$ cat src/rtl/core/scfr_pkg.sv
// Shared types and constants of the serial command frame receiver.
`timescale 1ns / 1ps

package scfr_pkg;

  localparam int unsigned FrameBytes   = 17;
  localparam int unsigned PosW         = $clog2(FrameBytes);
  localparam int unsigned PosTail      = FrameBytes - 1;
  localparam int unsigned PosCheck     = 15;
  localparam int unsigned PosCheckLast = 14;
  localparam int unsigned PosVx        = 3;
  localparam int unsigned PosVy        = 7;
  localparam int unsigned PosWz        = 11;
  localparam int unsigned WordBytes    = PosCheckLast - PosVx + 1;

  localparam logic [1:0] StatusOk    = 2'd0;
  localparam logic [1:0] StatusTail  = 2'd1;
  localparam logic [1:0] StatusCheck = 2'd2;

  localparam logic CfgHead = 1'b0;
  localparam logic CfgTail = 1'b1;

  localparam logic [7:0] HeadReset = 8'd170;
  localparam logic [7:0] TailReset = 8'd85;

  localparam int unsigned QDepth = 4;
  localparam int unsigned QPtrW  = $clog2(QDepth);
  localparam int unsigned QCntW  = $clog2(QDepth + 1);

  localparam int unsigned OutDataW = 104;

  typedef struct packed {
    logic [7:0]      data;
    logic [PosW-1:0] pos;
  } q_entry_t;

  typedef struct packed {
    logic [31:0] wz;
    logic [31:0] vy;
    logic [31:0] vx;
    logic [1:0]  status;
  } result_t;

endpackage

$ cat src/rtl/core/scfr_front.sv
// Front end: header hunt, byte position tracking and queue push.
`timescale 1ns / 1ps

module scfr_front (
  input  logic                      clk_i,
  input  logic                      rst_ni,
  input  logic                      valid_i,
  input  logic [7:0]                byte_i,
  input  logic [7:0]                head_byte_i,
  input  logic                      q_full_i,
  output logic                      ready_o,
  output logic                      push_o,
  output scfr_pkg::q_entry_t        entry_o
);

  logic [scfr_pkg::PosW-1:0] pos_q, pos_d;
  logic                      accept;
  logic                      keep;

  assign ready_o = !q_full_i;
  assign accept  = valid_i && ready_o;
  // at the idle position only the header byte opens a frame
  assign keep    = (pos_q != '0) || (byte_i == head_byte_i);
  assign push_o  = accept && keep;

  assign entry_o.data = byte_i;
  assign entry_o.pos  = pos_q;

  always_comb begin
    pos_d = pos_q;
    if (push_o) begin
      if (pos_q == scfr_pkg::PosW'(scfr_pkg::PosTail)) begin
        pos_d = '0;
      end else begin
        pos_d = pos_q + 1'b1;
      end
    end
  end

  always_ff @(posedge clk_i or negedge rst_ni) begin
    if (!rst_ni) begin
      pos_q <= '0;
    end else begin
      pos_q <= pos_d;
    end
  end

endmodule

$ cat src/rtl/core/scfr_queue.sv
// Short queue of classified bytes between front and back end.
`timescale 1ns / 1ps

module scfr_queue (
  input  logic                      clk_i,
  input  logic                      rst_ni,
  input  logic                      push_i,
  input  scfr_pkg::q_entry_t        entry_i,
  input  logic                      pop_i,
  output logic                      full_o,
  output logic                      valid_o,
  output scfr_pkg::q_entry_t        entry_o
);

  scfr_pkg::q_entry_t              mem_q [scfr_pkg::QDepth];
  logic [scfr_pkg::QPtrW-1:0]      wr_q, rd_q;
  logic [scfr_pkg::QCntW-1:0]      cnt_q;
  logic                            do_push, do_pop;

  assign full_o  = (cnt_q == scfr_pkg::QCntW'(scfr_pkg::QDepth));
  assign valid_o = (cnt_q != '0);
  assign entry_o = mem_q[rd_q];
  assign do_push = push_i && !full_o;
  assign do_pop  = pop_i && valid_o;

  always_ff @(posedge clk_i) begin
    if (do_push) begin
      mem_q[wr_q] <= entry_i;
    end
  end

  always_ff @(posedge clk_i or negedge rst_ni) begin
    if (!rst_ni) begin
      wr_q  <= '0;
      rd_q  <= '0;
      cnt_q <= '0;
    end else begin
      if (do_push) begin
        wr_q <= wr_q + 1'b1;
      end
      if (do_pop) begin
        rd_q <= rd_q + 1'b1;
      end
      case ({do_push, do_pop})
        2'b10:   cnt_q <= cnt_q + 1'b1;
        2'b01:   cnt_q <= cnt_q - 1'b1;
        default: cnt_q <= cnt_q;
      endcase
    end
  end

endmodule

$ cat src/rtl/core/scfr_back.sv
// Back end: frame assembly, XOR check, tail check and result register.
`timescale 1ns / 1ps

module scfr_back (
  input  logic                      clk_i,
  input  logic                      rst_ni,
  input  logic                      q_valid_i,
  input  scfr_pkg::q_entry_t        q_entry_i,
  output logic                      q_pop_o,
  input  logic [7:0]                tail_byte_i,
  output logic                      out_valid_o,
  input  logic                      out_ready_i,
  output scfr_pkg::result_t         result_o
);

  logic [7:0]        word_q [scfr_pkg::WordBytes];
  logic [7:0]        check_byte_q;
  logic [7:0]        xor_q, xor_d;
  logic              out_valid_q;
  scfr_pkg::result_t result_q, result_d;
  logic              out_free;
  logic              is_tail;

  assign is_tail  = (q_entry_i.pos == scfr_pkg::PosW'(scfr_pkg::PosTail));
  assign out_free = !out_valid_q || out_ready_i;
  // hold a finished frame in the queue until the result slot frees up
  assign q_pop_o  = q_valid_i && (!is_tail || out_free);

  always_comb begin
    xor_d = xor_q;
    if (q_entry_i.pos == '0) begin
      xor_d = '0;
    end else if (q_entry_i.pos <= scfr_pkg::PosW'(scfr_pkg::PosCheckLast)) begin
      xor_d = xor_q ^ q_entry_i.data;
    end
  end

  always_comb begin
    result_d        = '0;
    result_d.status = scfr_pkg::StatusOk;
    if (q_entry_i.data != tail_byte_i) begin
      result_d.status = scfr_pkg::StatusTail;
    end else if (xor_q != check_byte_q) begin
      result_d.status = scfr_pkg::StatusCheck;
    end else begin
      result_d.vx = {word_q[3], word_q[2], word_q[1], word_q[0]};
      result_d.vy = {word_q[7], word_q[6], word_q[5], word_q[4]};
      result_d.wz = {~word_q[11][7], word_q[11][6:0], word_q[10], word_q[9], word_q[8]};
    end
  end

  always_ff @(posedge clk_i) begin
    if (q_pop_o) begin
      for (int i = 0; i < scfr_pkg::WordBytes; i++) begin
        if (q_entry_i.pos == scfr_pkg::PosW'(scfr_pkg::PosVx + i)) begin
          word_q[i] <= q_entry_i.data;
        end
      end
      if (q_entry_i.pos == scfr_pkg::PosW'(scfr_pkg::PosCheck)) begin
        check_byte_q <= q_entry_i.data;
      end
    end
    if (q_pop_o && is_tail) begin
      result_q <= result_d;
    end
  end

  always_ff @(posedge clk_i or negedge rst_ni) begin
    if (!rst_ni) begin
      xor_q       <= '0;
      out_valid_q <= 1'b0;
    end else begin
      if (q_pop_o) begin
        xor_q <= xor_d;
      end
      if (q_pop_o && is_tail) begin
        out_valid_q <= 1'b1;
      end else if (out_ready_i) begin
        out_valid_q <= 1'b0;
      end
    end
  end

  assign out_valid_o = out_valid_q;
  assign result_o    = result_q;

endmodule

$ cat src/rtl/core/serial_command_frame_receiver_core.sv
// Top level of the serial command frame receiver.
//
//   channel  dir  handshake                      payload
//   s_axis   in   s_axis_tvalid / s_axis_tready  tdata[7:0] rx_byte
//   m_axis   out  m_axis_tvalid / m_axis_tready  tdata: status, vx, vy, wz
//   cfg      in   cfg_we_i (no back-pressure)    cfg_idx_i, cfg_data_i
//
// One byte is taken per cycle; the front end only stalls when the four-entry
// byte queue is full. The closing byte of a frame waits in the queue while the
// single result register is occupied, so a stalled master backs up the queue
// and then the slave side. A frame's tail byte is written into the queue, and
// its result is registered when that byte leaves the queue head. Reset clears
// the position counter, the running XOR, the queue and the result valid; head
// and tail bytes return to 0xAA and 0x55.
// Frame byte storage needs no clearing: every byte is written before it is read.
`timescale 1ns / 1ps

module serial_command_frame_receiver_core (
  input  logic                           clk_i,
  input  logic                           rst_ni,
  // slave side, tdata: rx_byte[7:0]
  input  logic                           s_axis_tvalid,
  output logic                           s_axis_tready,
  input  logic [7:0]                     s_axis_tdata,
  // master side, tdata: frame_status[1:0], vx_bits[33:2], vy_bits[65:34],
  // wz_bits[97:66], zero fill [103:98]
  output logic                           m_axis_tvalid,
  input  logic                           m_axis_tready,
  output logic [scfr_pkg::OutDataW-1:0]  m_axis_tdata,
  // configuration write port
  input  logic                           cfg_we_i,
  input  logic                           cfg_idx_i,
  input  logic [7:0]                     cfg_data_i
);

  logic [7:0]          head_byte_q, tail_byte_q;
  logic                q_full, q_valid, q_pop, push;
  scfr_pkg::q_entry_t  push_entry, head_entry;
  scfr_pkg::result_t   result;

  // register file: takes effect on the next item
  always_ff @(posedge clk_i or negedge rst_ni) begin
    if (!rst_ni) begin
      head_byte_q <= scfr_pkg::HeadReset;
      tail_byte_q <= scfr_pkg::TailReset;
    end else if (cfg_we_i) begin
      case (cfg_idx_i)
        scfr_pkg::CfgHead: head_byte_q <= cfg_data_i;
        scfr_pkg::CfgTail: tail_byte_q <= cfg_data_i;
        default:           head_byte_q <= head_byte_q;
      endcase
    end
  end

  // hunt for the header and tag each kept byte with its frame position
  scfr_front u_front (
    .clk_i       (clk_i),
    .rst_ni      (rst_ni),
    .valid_i     (s_axis_tvalid),
    .byte_i      (s_axis_tdata),
    .head_byte_i (head_byte_q),
    .q_full_i    (q_full),
    .ready_o     (s_axis_tready),
    .push_o      (push),
    .entry_o     (push_entry)
  );

  // decouple byte intake from result delivery
  scfr_queue u_queue (
    .clk_i   (clk_i),
    .rst_ni  (rst_ni),
    .push_i  (push),
    .entry_i (push_entry),
    .pop_i   (q_pop),
    .full_o  (q_full),
    .valid_o (q_valid),
    .entry_o (head_entry)
  );

  // assemble the frame, run both checks, register the result
  scfr_back u_back (
    .clk_i       (clk_i),
    .rst_ni      (rst_ni),
    .q_valid_i   (q_valid),
    .q_entry_i   (head_entry),
    .q_pop_o     (q_pop),
    .tail_byte_i (tail_byte_q),
    .out_valid_o (m_axis_tvalid),
    .out_ready_i (m_axis_tready),
    .result_o    (result)
  );

  assign m_axis_tdata = {{(scfr_pkg::OutDataW - $bits(result)){1'b0}}, result};

endmodule

$ cat config.mk
export PLATFORM = sky130hd
export DESIGN_NAME = serial_command_frame_receiver_core
export DESIGN_NICKNAME = d
export VERILOG_FILES = /design/src/rtl/core/scfr_pkg.sv /design/src/rtl/core/scfr_front.sv /design/src/rtl/core/scfr_queue.sv /design/src/rtl/core/scfr_back.sv /design/src/rtl/core/serial_command_frame_receiver_core.sv
export SDC_FILE = /design/constraint.sdc
export NUM_CORES = 1
export LEC_CHECK = 0
export ABC_AREA = 0
export BUFFER_PORTS_ARGS = -buffer_cell sky130_fd_sc_hd__buf_2
export CAP_MARGIN = 25
export CELL_PAD_IN_SITES_DETAIL_PLACEMENT = 2
export CELL_PAD_IN_SITES_GLOBAL_PLACEMENT = 2
export CORE_MARGIN = 4
export CORE_UTILIZATION = 43
export DETAILED_ROUTE_END_ITERATION = 7
export PLACE_DENSITY = 0.84
export SLEW_MARGIN = 20
export SYNTH_ARGS = -nofsm -noshare
export SYNTH_HDL_FRONTEND = slang
export SYNTH_SLANG_ARGS = --single-unit
export TNS_END_PERCENT = 50
$ cat constraint.sdc
create_clock -name clk_i -period 13.1 [get_ports clk_i]
set_input_delay 1.31 -clock clk_i [delete_from_list [all_inputs] [get_ports clk_i]]
set_output_delay 1.31 -clock clk_i [all_outputs]
set_load 0.05 [all_outputs]
==> run_results.csv <==
group,metric,value,unit
route,top_layer_used,"met4",
route,wl_per_cell,27.3,um
finish,fin_nets,773,
critical_path,path_max_fanout,74,
logic_synthesis,syn_inst,607,
logic_synthesis,yosys_warnings,0,
logic_synthesis,syn_area_per_cell,17.9,sq um
placement,dp_hpwl,19400,um
global_routing,grtUsageTotal,21.0,%
clock_tree,path_clk_slew,0.06,ns
min_path,min_path_type,"flop to flop",
critical_path,cpMostUsedCell,"buf_4",
logic_synthesis,synth_commonest_cells,"254 x edfxtp_1, 96 x and3_1, 29 x dfrtp_1, 27 x nor2_1, 27 x xnor2_1",
clock_tree,cts_resized,0,
global_routing,grt_pass1_wl,44000,um
clock_tree,cts-buffers-inserted,31,
route,wl_met3,1410,um
finish,seqCellArea,8560,sq um
route,first_pass_iters,4,
finish,drive_gt1_share,29.7,%
critical_path,cp_cell_sequence,"mux4_2, nor4_2, nand2_1, nor3_2, buf_4, buf_4",
global_routing,grt_overflow,0,
floorplan,die_x,167,um
power,leakagePower,4.66,nW
logic_synthesis,async_flop_share,12.7,%
route,ant_nets,0,
job,drv_cap,0,
placement,io_buffers,121,
timing,setup_tns,0,ns
logic_synthesis,yosysTopAreaCell,"edfxtp_1",
critical_path,cp.required,13.27,ns
global_routing,grt_antenna_before_repair,0,
placement,dp_slack,9.06,ns
critical_path,path_class,"flop to flop",
finish,fill_cells,2204,
route,wl_met1,11900,um
floorplan,row_count,57,
power,total_power,0.00312,W
logic_synthesis,synth_area_leaders,"edfxtp_1 70%, dfrtp_1 6.7%, and3_1 5.5%, mux4_2 2.7%, xnor2_1 2.2%",
floorplan,start_util,44.1,%
route,drt_iter0_markers,486,
clock_tree,clkSinkCount,291,
logic_synthesis,synth-seq-cells,291,
finish,areaGrowthSynthToFinish,17.6,%
timing,worst_slew_pin_slew,0.948,ns
logic_synthesis,synth-edff-count,254,
clock_tree,clock_latency,0.55,ns
timing,slew_violations,0,
timing,hold_viol,0,
route,remaining_drc_errors,0,
timing,period_needed,4.03,ns
floorplan,die_h,167,um
timing,setup_viol,0,
timing,whs,0.515,ns
critical_path,arrival,4.20,ns
power,peakVddDrop,140,uV
clock_tree,cts_hold_buf,0,
critical_path,end_kind,"flop",
critical_path,crit_path_top_delay_cell,"dfrtp_1",
logic_synthesis,yosys.cell_count.top_type,"edfxtp_1",
critical_path,cp_slowest_stage_delay,0.90,ns
critical_path,critPathBufInv,2,
floorplan,coreArea,24600,sq um
route,routed_via_density,5.28,
logic_synthesis,synth_ff_type,"edfxtp_1",
critical_path,worstSetupStartpointType,"flop",
finish,multi_input_area,2080,sq um
floorplan,dieArea,27900,sq um
timing,final.setup.worst_slack,9.07,ns
placement,gp_congestion,0.769,
run_status,outcome,"finished clean",
global_routing,grt_pass1_vias,6504,
timing,max_freq,248,MHz
clock_tree,clock_path_buffers,3,
logic_synthesis,synth_top_area_share,70.2,%
floorplan,num_io_pins,128,
route,vias,5771,
timing,fin_skew,0.0120,ns
timing,post-route-period-util,30.8,%
clock_tree,cts_tree,"built",
logic_synthesis,ys_types,40,
clock_tree,postCtsSetupBuffers,0,
clock_tree,cts-root-buf,"clkbuf_16",
route,drt-total-wl,29800,um
power,power_density,245,nW/um^2
global_routing,grt_max_degree,97,
logic_synthesis,syn-cell-area,10900,sq um
clock_tree,cts.htree.levels,1,
timing,relSlewSlack,36.4,%
route,wl_met2,15900,um
critical_path,crit_family,"buffers and inverters",
timing,rsz0062_at_grt,"no",
logic_synthesis,synth_seq_area_share,78.9,%
[layer usage]
metal	GRT usage (%)	vias up
met5	0	-
met4	5.44	0
met1	25.8	2994
li1	-	2556
met2	39.0	177
met3	3.08	44
[cell usage in the layout, fill, tap and decap left out, types with 3 or more instances in the layout]
cell | netlist | final
and3_1 | 96 | 96
buf_2 | 1 | 122
buf_4 | 10 | 7
clkbuf_1 | 16 | 8
clkbuf_16 | 0 | 31
clkbuf_8 | 0 | 6
clkinv_2 | 0 | 10
conb_1 | 1 | 6
dfrtp_1 | 29 | 29
dfstp_2 | 8 | 8
edfxtp_1 | 254 | 254
ha_1 | 7 | 7
inv_1 | 19 | 19
mux2_2 | 20 | 20
mux4_2 | 13 | 13
nand2_1 | 19 | 19
nand2b_1 | 4 | 4
nand4_1 | 6 | 6
nor2_1 | 27 | 24
nor2b_1 | 3 | 3
o21a_1 | 7 | 7
o22ai_1 | 6 | 6
xnor2_1 | 27 | 27
xor2_1 | 3 | 3
[metrics by stage]
step	cell area [sq um]	cells	utilization, %
global placement	11800	1030	47.8
detailed placement	11800	1033	47.9
CTS	12800	1090	51.8
floorplan	10900	612	-
global route	12800	1091	51.9
finish	12800	1092	51.9
[worst paths after layout]
path / from / cells after the start / slack, ns / end
min in group asynchronous: rst_ni / 1 / 0.89 / head_byte_q[0]
max in group asynchronous: rst_ni / 1 / 11.62 / u_back.xor_q[2]
worst min-delay path: u_queue.cnt_q[0] / 1 / 0.51 / u_queue.cnt_q[0]
worst max register to register: u_queue.rd_q[0] / 6 / 9.07 / m_axis_tdata[87]
worst min register to register: u_queue.cnt_q[0] / 1 / 0.51 / u_queue.cnt_q[0]
worst max-delay path: u_queue.rd_q[0] / 6 / 9.07 / m_axis_tdata[87]
[cell families after synthesis]
group	after synthesis	share of synthesized area (%)
flops	291	78.9
simple gates	166	8.72
buf+inv	51	2.33
mux	35	4.95
xor+xnor	30	2.42
compound gates	25	1.69
fa+ha+maj	8	0.991
other cells	1	0.0345
[final cells by class]
| type | count | share of cell area (%) |
|---|---|---|
| well taps | 324 | 3.18 |
| inverters | 20 | 0.588 |
| flip-flops and latches | 291 | 67.1 |
| clock inverters | 12 | 0.696 |
| repair buffers | 129 | 5.19 |
| clock buffers | 45 | 6.96 |
| multi-input cells | 270 | 16.3 |
| diodes | 1 | 0.0196 |
[sequential cells by signal, indices dropped and copies added, names as in the netlist]
name,cells
u_back.check_byte_q,8
u_queue.mem_q,52
u_back.word_q,96
tail_byte_q,8
u_front.pos_q,5
m_axis_tdata,88
head_byte_q,8
u_back.result_o,10
u_queue.rd_q,2
u_queue.wr_q,2
u_back.xor_q,8
u_back.out_valid_o,1
u_queue.cnt_q,3
[power breakdown]
part / total [W] / internal [W] / switching (W)
sequential: 0.00142 / 0.00130 / 0.000122
clock: 0.000843 / 0.000488 / 0.000355
combinational: 0.000861 / 0.000215 / 0.000646
[worst reg2reg max path: stages (launching register included)]
cell     delay [ns]
dfrtp_1        0.90
mux4_2         0.69
nor4_2         0.48
nand2_1        0.17
nor3_2         0.18
buf_4          0.37
buf_4          0.81
Note: power is estimated with default switching activity, not from simulation.
